File: config.mk
export PLATFORM = sky130hd
export DESIGN_NAME = http_request_line_parser
export DESIGN_NICKNAME = d
export VERILOG_FILES = /design/src/hdl/hrlp_pkg.sv /design/src/hdl/http_request_line_parser.sv /design/src/hdl/hrlp_front.sv /design/src/hdl/hrlp_queue.sv /design/src/hdl/hrlp_back.sv
export SDC_FILE = /design/constraint.sdc
export NUM_CORES = 1
export LEC_CHECK = 0
export BUFFER_PORTS_ARGS = -buffer_cell sky130_fd_sc_hd__buf_4
export CORE_ASPECT_RATIO = 0.7
export CORE_UTILIZATION = 45
export DETAILED_ROUTE_END_ITERATION = 10
export HOLD_SLACK_MARGIN = 0.12
export SETUP_SLACK_MARGIN = 0.4
export SLEW_MARGIN = 10
export SYNTH_ARGS = -nofsm -noshare
export SYNTH_HDL_FRONTEND = slang
export SYNTH_SLANG_ARGS = --single-unit
export TNS_END_PERCENT = 5
File: constraint.sdc
create_clock -name clk -period 6.46 [get_ports clk]
set_input_delay 0.323 -clock clk [delete_from_list [all_inputs] [get_ports clk]]
set_output_delay 0.323 -clock clk [all_outputs]
set_load 0.05 [all_outputs]
File: src/hdl/hrlp_pkg.sv
// shared types, character codes and result layout for the request line parser
package hrlp_pkg;

  // default wrap size of the byte offset counter
  localparam int BUF_SIZE_DEF = 8192;

  // offsets are reported in this many bits
  localparam int OFS_BITS = 13;

  // depth of the queue between front and back
  localparam int QUEUE_DEPTH = 4;

  // character codes
  localparam logic [7:0] CH_LF         = 8'd10;
  localparam logic [7:0] CH_CR         = 8'd13;
  localparam logic [7:0] CH_SP         = 8'h20;
  localparam logic [7:0] CH_DOT        = 8'h2E;
  localparam logic [7:0] CH_SLASH      = 8'h2F;
  localparam logic [7:0] CH_0          = 8'h30;
  localparam logic [7:0] CH_1          = 8'h31;
  localparam logic [7:0] CH_9          = 8'h39;
  localparam logic [7:0] CH_A          = 8'h41;
  localparam logic [7:0] CH_D          = 8'h44;
  localparam logic [7:0] CH_E          = 8'h45;
  localparam logic [7:0] CH_G          = 8'h47;
  localparam logic [7:0] CH_H          = 8'h48;
  localparam logic [7:0] CH_O          = 8'h4F;
  localparam logic [7:0] CH_P          = 8'h50;
  localparam logic [7:0] CH_S          = 8'h53;
  localparam logic [7:0] CH_T          = 8'h54;
  localparam logic [7:0] CH_Z          = 8'h5A;
  localparam logic [7:0] CH_UNDERSCORE = 8'h5F;

  // result status codes
  localparam logic [1:0] STATUS_DONE        = 2'd0;
  localparam logic [1:0] STATUS_BAD_METHOD  = 2'd1;
  localparam logic [1:0] STATUS_BAD_REQUEST = 2'd2;

  // method codes
  localparam logic [1:0] METHOD_GET     = 2'd0;
  localparam logic [1:0] METHOD_POST    = 2'd1;
  localparam logic [1:0] METHOD_HEAD    = 2'd2;
  localparam logic [1:0] METHOD_UNKNOWN = 2'd3;

  // byte classification made by the front part
  typedef struct packed {
    logic       is_sp;
    logic       is_cr;
    logic       is_lf;
    logic       is_slash;
    logic       is_dot;
    logic       is_h;
    logic       is_t;
    logic       is_p;
    logic       is_digit;
    logic       is_nz_digit;
    logic       method_ok;
    logic [3:0] digit;
  } byte_class_t;

  // one queue entry: the byte, its class and its offsets
  typedef struct packed {
    logic [7:0]          data;
    byte_class_t         cls;
    logic [OFS_BITS-1:0] here;
    logic [OFS_BITS-1:0] next;
  } byte_entry_t;

  // result beat, last declared field (status) in the lowest bits
  typedef struct packed {
    logic [5:0]          pad;
    logic [OFS_BITS-1:0] next_offset;
    logic [7:0]          version_minor;
    logic [7:0]          version_major;
    logic [OFS_BITS-1:0] line_end_offset;
    logic [OFS_BITS-1:0] uri_end_offset;
    logic [OFS_BITS-1:0] uri_start_offset;
    logic [OFS_BITS-1:0] method_end_offset;
    logic [OFS_BITS-1:0] line_start_offset;
    logic [1:0]          method_code;
    logic [1:0]          status;
  } result_t;

  localparam int RESULT_W = $bits(result_t);

endpackage

File: src/hdl/http_request_line_parser.sv
// top level of the request line parser
//
// Usage: request bytes enter on the slave stream, one byte per beat in
// s_tdata. Each finished request line, or each line cut short by a bad
// byte, gives one beat on the master stream carrying status, method code,
// the recorded offsets, the version numbers and the offset after the line.
// Offsets count bytes from reset, wrap at BUF_SIZE and are given in 13 bits.
//
// Throughput: one byte per cycle while results are taken. The front
// classifies each byte and stamps its offset; a four-entry queue feeds the
// back state machine, which takes one byte a cycle whenever the result
// register is free or is being emptied.
// The byte that ends the line passes through the queue; the result register
// loads when that byte leaves the queue.
// Reset clears the offset counter, the queue and the parser to the start
// state; no result is pending after reset.
// When the receiver stalls, the pending result holds, the back stops, the
// queue fills and s_tready drops once it is full.
module http_request_line_parser #(
  parameter int BUF_SIZE = hrlp_pkg::BUF_SIZE_DEF
) (
  input  logic                          clk,
  input  logic                          rst,
  // data_byte
  input  logic [7:0]                    s_tdata,
  input  logic                          s_tvalid,
  output logic                          s_tready,
  // status, method_code, line_start_offset, method_end_offset,
  // uri_start_offset, uri_end_offset, line_end_offset, version_major,
  // version_minor, next_offset, zero fill
  output logic [hrlp_pkg::RESULT_W-1:0] m_tdata,
  output logic                          m_tvalid,
  input  logic                          m_tready
);

  hrlp_pkg::byte_entry_t front_entry;
  hrlp_pkg::byte_entry_t back_entry;
  hrlp_pkg::result_t     result;
  logic                  q_full;
  logic                  q_valid;
  logic                  q_pop;
  logic                  take;

  assign s_tready = !q_full;
  assign take     = s_tvalid && !q_full;
  assign m_tdata  = result;

  // byte classification and offsets
  hrlp_front #(
    .BUF_SIZE(BUF_SIZE)
  ) u_front (
    .clk  (clk),
    .rst  (rst),
    .data (s_tdata),
    .take (take),
    .entry(front_entry)
  );

  // queue between front and back
  hrlp_queue u_queue (
    .clk       (clk),
    .rst       (rst),
    .push      (take),
    .push_entry(front_entry),
    .full      (q_full),
    .pop       (q_pop),
    .not_empty (q_valid),
    .pop_entry (back_entry)
  );

  // parser state machine and result register
  hrlp_back u_back (
    .clk     (clk),
    .rst     (rst),
    .q_valid (q_valid),
    .q_entry (back_entry),
    .q_pop   (q_pop),
    .m_tvalid(m_tvalid),
    .m_tready(m_tready),
    .m_result(result)
  );

endmodule

File: src/hdl/hrlp_front.sv
// front part: byte offset counter and byte classification
module hrlp_front #(
  parameter int BUF_SIZE = hrlp_pkg::BUF_SIZE_DEF
) (
  input  logic                 clk,
  input  logic                 rst,
  input  logic [7:0]           data,
  input  logic                 take,
  output hrlp_pkg::byte_entry_t entry
);

  localparam int OFS_W = $clog2(BUF_SIZE);
  localparam int EXT_W = OFS_W + hrlp_pkg::OFS_BITS;

  logic [OFS_W-1:0] offset;
  logic [OFS_W-1:0] offset_next;
  logic [EXT_W-1:0] here_ext;
  logic [EXT_W-1:0] next_ext;

  // wrapping offset of the next byte
  assign offset_next = (offset == OFS_W'(BUF_SIZE - 1)) ? '0 : offset + 1'b1;

  always_ff @(posedge clk) begin
    if (rst) begin
      offset <= '0;
    end else if (take) begin
      offset <= offset_next;
    end
  end

  // offsets masked to the reported width
  assign here_ext = {{hrlp_pkg::OFS_BITS{1'b0}}, offset};
  assign next_ext = {{hrlp_pkg::OFS_BITS{1'b0}}, offset_next};

  // classify the byte
  always_comb begin
    entry.data             = data;
    entry.here             = here_ext[hrlp_pkg::OFS_BITS-1:0];
    entry.next             = next_ext[hrlp_pkg::OFS_BITS-1:0];
    entry.cls.is_sp        = (data == hrlp_pkg::CH_SP);
    entry.cls.is_cr        = (data == hrlp_pkg::CH_CR);
    entry.cls.is_lf        = (data == hrlp_pkg::CH_LF);
    entry.cls.is_slash     = (data == hrlp_pkg::CH_SLASH);
    entry.cls.is_dot       = (data == hrlp_pkg::CH_DOT);
    entry.cls.is_h         = (data == hrlp_pkg::CH_H);
    entry.cls.is_t         = (data == hrlp_pkg::CH_T);
    entry.cls.is_p         = (data == hrlp_pkg::CH_P);
    entry.cls.is_digit     = (data >= hrlp_pkg::CH_0) && (data <= hrlp_pkg::CH_9);
    entry.cls.is_nz_digit  = (data >= hrlp_pkg::CH_1) && (data <= hrlp_pkg::CH_9);
    entry.cls.method_ok    = ((data >= hrlp_pkg::CH_A) && (data <= hrlp_pkg::CH_Z)) ||
                             (data == hrlp_pkg::CH_UNDERSCORE);
    entry.cls.digit        = data[3:0];
  end

endmodule

File: src/hdl/hrlp_queue.sv
// short queue of classified bytes between front and back
module hrlp_queue (
  input  logic                  clk,
  input  logic                  rst,
  input  logic                  push,
  input  hrlp_pkg::byte_entry_t push_entry,
  output logic                  full,
  input  logic                  pop,
  output logic                  not_empty,
  output hrlp_pkg::byte_entry_t pop_entry
);

  localparam int DEPTH = hrlp_pkg::QUEUE_DEPTH;
  localparam int PTR_W = $clog2(DEPTH);

  hrlp_pkg::byte_entry_t slots [DEPTH];
  logic [PTR_W-1:0] wr_ptr;
  logic [PTR_W-1:0] rd_ptr;
  logic [PTR_W:0]   count;
  logic             do_push;
  logic             do_pop;

  assign full      = (count == (PTR_W + 1)'(DEPTH));
  assign not_empty = (count != '0);
  assign do_push   = push && !full;
  assign do_pop    = pop && not_empty;
  assign pop_entry = slots[rd_ptr];

  // slot storage
  always_ff @(posedge clk) begin
    if (do_push) begin
      slots[wr_ptr] <= push_entry;
    end
  end

  // pointers and fill count
  always_ff @(posedge clk) begin
    if (rst) begin
      wr_ptr <= '0;
      rd_ptr <= '0;
      count  <= '0;
    end else begin
      if (do_push) begin
        wr_ptr <= wr_ptr + 1'b1;
      end
      if (do_pop) begin
        rd_ptr <= rd_ptr + 1'b1;
      end
      case ({do_push, do_pop})
        2'b10:   count <= count + 1'b1;
        2'b01:   count <= count - 1'b1;
        default: count <= count;
      endcase
    end
  end

endmodule

File: src/hdl/hrlp_back.sv
// back part: request line state machine and result register
module hrlp_back (
  input  logic                  clk,
  input  logic                  rst,
  input  logic                  q_valid,
  input  hrlp_pkg::byte_entry_t q_entry,
  output logic                  q_pop,
  output logic                  m_tvalid,
  input  logic                  m_tready,
  output hrlp_pkg::result_t     m_result
);

  typedef enum logic [14:0] {
    ST_START   = 15'b000000000000001,
    ST_METHOD  = 15'b000000000000010,
    ST_SP_URI  = 15'b000000000000100,
    ST_URI     = 15'b000000000001000,
    ST_HTTP    = 15'b000000000010000,
    ST_H       = 15'b000000000100000,
    ST_HT      = 15'b000000001000000,
    ST_HTT     = 15'b000000010000000,
    ST_HTTP_SL = 15'b000000100000000,
    ST_MAJ1    = 15'b000001000000000,
    ST_MAJ     = 15'b000010000000000,
    ST_MIN1    = 15'b000100000000000,
    ST_MIN     = 15'b001000000000000,
    ST_SP_END  = 15'b010000000000000,
    ST_ALMOST  = 15'b100000000000000
  } parse_state_t;

  localparam int OW = hrlp_pkg::OFS_BITS;

  parse_state_t state, state_next;
  logic [7:0]    chars [4];
  logic [7:0]    chars_next [4];
  logic [2:0]    method_length, method_length_next;
  logic [1:0]    method_kind, method_kind_next;
  logic [OW-1:0] start_mark, start_mark_next;
  logic [OW-1:0] method_end_mark, method_end_mark_next;
  logic [OW-1:0] uri_start_mark, uri_start_mark_next;
  logic [OW-1:0] uri_end_mark, uri_end_mark_next;
  logic [OW-1:0] cr_mark, cr_mark_next;
  logic          cr_seen, cr_seen_next;
  logic [7:0]    major_acc, major_acc_next;
  logic [7:0]    minor_acc, minor_acc_next;
  logic          emit;
  hrlp_pkg::result_t res;
  hrlp_pkg::byte_class_t cls;

  // acc * 10 + digit, held at 255
  function automatic logic [7:0] sat_digit(input logic [7:0] acc, input logic [3:0] d);
    logic [11:0] v;
    v = ({4'b0, acc} << 3) + ({4'b0, acc} << 1) + {8'b0, d};
    return (v > 12'd255) ? 8'hFF : v[7:0];
  endfunction

  // method classification from the stored characters
  function automatic logic [1:0] classify(input logic [7:0] c0, input logic [7:0] c1,
                                          input logic [7:0] c2, input logic [7:0] c3,
                                          input logic [2:0] len);
    logic [1:0] k;
    k = hrlp_pkg::METHOD_UNKNOWN;
    if (len == 3'd3 && c0 == hrlp_pkg::CH_G && c1 == hrlp_pkg::CH_E &&
        c2 == hrlp_pkg::CH_T) begin
      k = hrlp_pkg::METHOD_GET;
    end else if (len == 3'd4 && c0 == hrlp_pkg::CH_P && c1 == hrlp_pkg::CH_O &&
                 c2 == hrlp_pkg::CH_S && c3 == hrlp_pkg::CH_T) begin
      k = hrlp_pkg::METHOD_POST;
    end else if (len == 3'd4 && c0 == hrlp_pkg::CH_H && c1 == hrlp_pkg::CH_E &&
                 c2 == hrlp_pkg::CH_A && c3 == hrlp_pkg::CH_D) begin
      k = hrlp_pkg::METHOD_HEAD;
    end
    return k;
  endfunction

  // take a byte whenever the result register can hold what it may produce
  assign q_pop = q_valid && (!m_tvalid || m_tready);
  assign cls   = q_entry.cls;

  // next state and result of one byte
  always_comb begin
    logic err;
    logic done;
    logic [1:0] err_code;
    err                  = 1'b0;
    done                 = 1'b0;
    err_code             = hrlp_pkg::STATUS_BAD_REQUEST;
    state_next           = state;
    chars_next           = chars;
    method_length_next   = method_length;
    method_kind_next     = method_kind;
    start_mark_next      = start_mark;
    method_end_mark_next = method_end_mark;
    uri_start_mark_next  = uri_start_mark;
    uri_end_mark_next    = uri_end_mark;
    cr_mark_next         = cr_mark;
    cr_seen_next         = cr_seen;
    major_acc_next       = major_acc;
    minor_acc_next       = minor_acc;

    case (state)
      ST_METHOD: begin
        if (cls.is_sp) begin
          method_end_mark_next = q_entry.here;
          method_kind_next     = classify(chars[0], chars[1], chars[2], chars[3],
                                          method_length);
          state_next           = ST_SP_URI;
        end else if (!cls.method_ok) begin
          err      = 1'b1;
          err_code = hrlp_pkg::STATUS_BAD_METHOD;
        end else begin
          if (method_length < 3'd4) begin
            chars_next[method_length[1:0]] = q_entry.data;
          end
          if (method_length < 3'd7) begin
            method_length_next = method_length + 1'b1;
          end
        end
      end
      ST_SP_URI: begin
        if (cls.is_slash) begin
          uri_start_mark_next = q_entry.next;
          state_next          = ST_URI;
        end else if (!cls.is_sp) begin
          err = 1'b1;
        end
      end
      ST_URI: begin
        if (cls.is_sp) begin
          uri_end_mark_next = q_entry.here;
          state_next        = ST_HTTP;
        end
      end
      ST_HTTP: begin
        if (cls.is_h) begin
          state_next = ST_H;
        end else if (!cls.is_sp) begin
          err = 1'b1;
        end
      end
      ST_H: begin
        if (cls.is_t) state_next = ST_HT;
        else err = 1'b1;
      end
      ST_HT: begin
        if (cls.is_t) state_next = ST_HTT;
        else err = 1'b1;
      end
      ST_HTT: begin
        if (cls.is_p) state_next = ST_HTTP_SL;
        else err = 1'b1;
      end
      ST_HTTP_SL: begin
        if (cls.is_slash) state_next = ST_MAJ1;
        else err = 1'b1;
      end
      ST_MAJ1: begin
        if (cls.is_nz_digit) begin
          major_acc_next = {4'b0, cls.digit};
          state_next     = ST_MAJ;
        end else begin
          err = 1'b1;
        end
      end
      ST_MAJ: begin
        if (cls.is_dot) begin
          state_next = ST_MIN1;
        end else if (!cls.is_digit) begin
          err = 1'b1;
        end else begin
          major_acc_next = sat_digit(major_acc, cls.digit);
        end
      end
      ST_MIN1: begin
        if (cls.is_digit) begin
          minor_acc_next = {4'b0, cls.digit};
          state_next     = ST_MIN;
        end else begin
          err = 1'b1;
        end
      end
      ST_MIN, ST_SP_END: begin
        if (cls.is_cr) begin
          cr_mark_next = q_entry.here;
          cr_seen_next = 1'b1;
          state_next   = ST_ALMOST;
        end else if (cls.is_lf) begin
          done = 1'b1;
        end else if (cls.is_sp) begin
          state_next = ST_SP_END;
        end else if (state == ST_MIN && cls.is_digit) begin
          minor_acc_next = sat_digit(minor_acc, cls.digit);
        end else begin
          err = 1'b1;
        end
      end
      ST_ALMOST: begin
        if (cls.is_lf) done = 1'b1;
        else err = 1'b1;
      end
      default: begin
        // start: skip line breaks, open the method on its first character or flag a bad one
        start_mark_next = q_entry.here;
        if (!(cls.is_cr || cls.is_lf)) begin
          if (!cls.method_ok) begin
            err      = 1'b1;
            err_code = hrlp_pkg::STATUS_BAD_METHOD;
          end else begin
            chars_next[0]      = q_entry.data;
            method_length_next = 3'd1;
            state_next         = ST_METHOD;
          end
        end
      end
    endcase

    // result beat
    res             = '0;
    res.next_offset = q_entry.next;
    if (err) begin
      res.status      = err_code;
      res.method_code = hrlp_pkg::METHOD_UNKNOWN;
    end else begin
      res.status            = hrlp_pkg::STATUS_DONE;
      res.method_code       = method_kind;
      res.line_start_offset = start_mark;
      res.method_end_offset = method_end_mark;
      res.uri_start_offset  = uri_start_mark;
      res.uri_end_offset    = uri_end_mark;
      res.line_end_offset   = cr_seen ? cr_mark : q_entry.here;
      res.version_major     = major_acc;
      res.version_minor     = minor_acc;
    end

    // back to the start of a new line
    emit = err || done;
    if (emit) begin
      state_next         = ST_START;
      method_length_next = '0;
      chars_next[0]      = '0;
      chars_next[1]      = '0;
      chars_next[2]      = '0;
      chars_next[3]      = '0;
      cr_seen_next       = 1'b0;
    end
  end

  // parser state
  always_ff @(posedge clk) begin
    if (rst) begin
      state           <= ST_START;
      chars[0]        <= '0;
      chars[1]        <= '0;
      chars[2]        <= '0;
      chars[3]        <= '0;
      method_length   <= '0;
      method_kind     <= hrlp_pkg::METHOD_UNKNOWN;
      start_mark      <= '0;
      method_end_mark <= '0;
      uri_start_mark  <= '0;
      uri_end_mark    <= '0;
      cr_mark         <= '0;
      cr_seen         <= 1'b0;
      major_acc       <= '0;
      minor_acc       <= '0;
    end else if (q_pop) begin
      state           <= state_next;
      chars           <= chars_next;
      method_length   <= method_length_next;
      method_kind     <= method_kind_next;
      start_mark      <= start_mark_next;
      method_end_mark <= method_end_mark_next;
      uri_start_mark  <= uri_start_mark_next;
      uri_end_mark    <= uri_end_mark_next;
      cr_mark         <= cr_mark_next;
      cr_seen         <= cr_seen_next;
      major_acc       <= major_acc_next;
      minor_acc       <= minor_acc_next;
    end
  end

  // result register
  always_ff @(posedge clk) begin
    if (rst) begin
      m_tvalid <= 1'b0;
    end else if (q_pop && emit) begin
      m_tvalid <= 1'b1;
    end else if (m_tready) begin
      m_tvalid <= 1'b0;
    end
  end

  always_ff @(posedge clk) begin
    if (q_pop && emit) begin
      m_result <= res;
    end
  end

endmodule
==> flow_summary.json <==
{
  "fmax_ghz": 0.216,
  "first_global_vias": 11900,
  "num_rows": 62,
  "diodes": 0,
  "die_h_um": 172,
  "path_common_cell": "buf_4",
  "max_slew_margin_pct": 23.3,
  "htreeDepth": 2,
  "ys.flop_type": "edfxtp_1",
  "finalWirelength_mm": 43.3,
  "viasPerCell": 5.51,
  "core-area_um2": 41000,
  "holdCritPathClass": "input pin to register",
  "yosysUniqueCellTypes": 73,
  "vdd_drop_max_mv": 0.199,
  "ys_async_sr_fraction_pct": 0,
  "setup_tns_ps": 0,
  "start_util_pct": 45.6,
  "post-route-util_pct": 52.5,
  "synth-seq-cells": 435,
  "pre_cts_slack_ps": 1810,
  "drtAntennaViolNets": 0,
  "cts_buffers": 43,
  "fin_ws_ps": 1840,
  "die_area_um2": 42300,
  "cp_cell_sequence": "buf_4 > mux4_2 > nor2_1 > o21a_1 > a2111oi_2 > o211ai_1 > nand3b_4 > nand2_1 > inv_4 > buf_4",
  "drc": 0,
  "grt_overflow": 0,
  "seqCellArea_um2": 11500,
  "finalNetCount": 1683,
  "worstMarginPinSlew_ps": 1150,
  "syn_area_um2": 18700,
  "io_pins": 118,
  "final_area_um2": 21500,
  "dr_total_vias": 12100,
  "grt_pass1_wl_mm": 68.0,
  "crit_slowest_cell": "dfxtp_2",
  "slew_violations": 0,
  "fillers": 3537,
  "grt_usage_pct": 20.8,
  "multi_input_area_um2": 6660,
  "period_share_pct": 71.6,
  "antenna_found_initial": 0,
  "critPathMaxStageDelay_ps": 670,
  "drt_first_pass_iters": 6,
  "static-leakage-power_nw": 7.48,
  "synth.avg_cell_area_um2": 12.2,
  "min_period_ps": 4620,
  "cts_tree": "built",
  "dp_hpwl_mm": 28.9,
  "fin_skew_ps": 27.4,
  "synth_cells": 1527,
  "placed_area_um2": 20000,
  "clock-sinks": 435,
  "cp-end-kind": "register",
  "wl_per_cell_um": 19.7,
  "status": "complete, no violations",
  "synth-seq-area-share_pct": 61.6,
  "hold_viol": 0,
  "drtIter0Drc": 854,
  "criticalPathCategory": "register to register",
  "synth-edff-count": 278,
  "clock_latency_ps": 560,
  "power_density_nw_per_um2": 385,
  "setup_viol": 0,
  "cts_max_path_buffers": 3,
  "grt_max_degree": 70,
  "worstPathRequired_ps": 6680,
  "place_congestion": 0.935,
  "die_w_um": 245,
  "drive_above_1_share_pct": 17.2,
  "clock-root-buffer": "clkbuf_16",
  "worstPathMaxFanout": 47,
  "syn_to_final_growth_pct": 15.3,
  "portBuffers": 111,
  "arrival_ps": 4850,
  "path_clk_slew_ps": 60,
  "grt_setup_unrepaired": "no",
  "cp-start-kind": "register",
  "drv_cap": 0,
  "p_total_mw": 8.28,
  "yosys_warnings": 0
}
where the power goes:
| group | internal, mW | switching, mW | total [mW] |
|---|---|---|---|
| registers | 3.37 | 0.167 | 3.54 |
| clock network | 1.50 | 1.07 | 2.58 |
| logic | 0.683 | 1.48 | 2.17 |
| total | 5.55 | 2.73 | 8.28 |
synth_stat cells, types with 4 or more instances:
cell | n | share of area, %
nand2_1 | 224 | 4.5
nor3b_1 | 9 | 0.36
buf_1 | 5 | 0.10
buf_4 | 13 | 0.52
o21a_1 | 4 | 0.16
nor4_1 | 17 | 0.57
mux2i_1 | 16 | 0.86
nor4_2 | 4 | 0.27
nand3_1 | 38 | 1.0
clkbuf_1 | 60 | 1.2
or4_1 | 6 | 0.24
nand4_1 | 14 | 0.47
mux4_2 | 44 | 5.3
o2bb2ai_1 | 6 | 0.28
buf_2 | 12 | 0.32
xor2_1 | 14 | 0.66
xnor2_1 | 15 | 0.70
fa_1 | 5 | 0.54
a211o_1 | 5 | 0.23
nor3_1 | 21 | 0.56
nand4b_1 | 5 | 0.23
and2_1 | 86 | 2.9
o21ai_0 | 31 | 0.83
o211ai_1 | 35 | 1.4
edfxtp_1 | 278 | 45
and3_1 | 14 | 0.47
nand2b_1 | 10 | 0.34
inv_1 | 38 | 0.76
nor4b_1 | 5 | 0.23
dfxtp_1 | 157 | 17
or3_1 | 10 | 0.34
nor2_1 | 65 | 1.3
mux2_2 | 14 | 0.84
nor2b_1 | 11 | 0.37
ha_1 | 41 | 2.7
a21oi_1 | 130 | 3.5
path summary, 6_finish.rpt:
kind | startpoint | endpoint | slack, ps | cells past startpoint
max reg2reg | register | u_back.m_result[92]$_DFFE_PP_ | 1840 | 10
min | m_tready | u_back.m_tvalid$_SDFFE_PP0P_ | 250 | 3
min reg2reg | u_back.uri_end_mark[0]$_SDFFE_PP0P_ | u_back.uri_end_mark[0]$_SDFFE_PP0P_ | 450 | 2
max | register | u_back.m_result[92]$_DFFE_PP_ | 1840 | 10
flip-flops by register name, summed over array words and instances, names as in the netlist, named ones only:
register and flops:
u_back.start_mark 13, u_back.m_result 98, u_back.cr_mark 13, u_back.uri_start_mark 13, u_back.state 15, u_back.major_acc 8, u_queue.rd_ptr 2, u_queue.count 3
u_back.chars 32, u_front.offset 13, u_queue.slots 180, u_back.m_tvalid 1, u_back.uri_end_mark 13, u_back.method_kind 2, u_back.minor_acc 8, u_back.cr_seen 1
u_back.method_length 3, u_back.method_end_mark 13, u_queue.wr_ptr 2
worst max-delay path: cells and delay by family, from the launching register on:
kind | cells | cell delay [ps]
buffers and inverters | 3 | 1500
multiplexers | 1 | 650
AO/OA/AOI/OAI | 3 | 700
flip-flops | 1 | 670
AND/OR/NAND/NOR | 3 | 730
layout make-up:
type / count / share of cell area [%]
clock inverters: 28 / 1.55
inverters: 40 / 0.710
flip-flops and latches: 435 / 53.4
clock buffers: 52 / 5.25
well taps: 544 / 3.16
multi-input cells: 966 / 30.9
repair buffers: 139 / 4.94
through the flow:
stage                     hold slack (ps)  std cells
after floorplan                       418       1532
after global placement                434       2116
after detailed placement              441       2116
after CTS                             269       2204
after global routing                  256       2204
final                                 252       2204
repair_timing:
| action | 4_1_cts | 5_1_grt |
|---|---|---|
| hold buffers | 8 | 0 |
| endpoints found under the hold margin | 32 | 0 |
| resized for setup | 0 | 0 |
| setup endpoints to repair | 0 | 0 |
| buffers inserted | 0 | 0 |
metal layers:
metal | global-route usage (%) | wire [um] | vias to the layer above | share of wire [%]
met4 | 4.94 | 746 | 0 | 1.7
li1 | - | - | 5792 | -
met1 | 30.3 | 20500 | 5989 | 47
met5 | 0 | 0 | - | 0
met3 | 3.48 | 2440 | 56 | 5.6
met2 | 32.4 | 19600 | 301 | 45
logic make-up (layout without fill, tap and decap cells):
group / Yosys count / count (layout) / share of synthesized area (%)
DFF: 435 / 435 / 61.6
muxes: 75 / 75 / 7.09
other: 1 / 6 / 0.0201
buffers and inverters: 131 / 259 / 3.02
xor gates and xnor gates: 29 / 29 / 1.36
AOI/OAI and AO/OA: 251 / 251 / 8.27
and+or+nand+nor: 559 / 559 / 15.4
adders and majority gates: 46 / 46 / 3.28
cell usage in the layout, fill, tap and decap left out, types with 31 or more instances in the layout:
master and count:
edfxtp_1 278, nand2_1 224, dfxtp_1 155, buf_4 131
a21oi_1 130, and2_1 86, nor2_1 65, mux4_2 44
clkbuf_16 43, ha_1 41, inv_1 38, nand3_1 38
o211ai_1 35, o21ai_0 31
(Power assumes the default switching activity.)
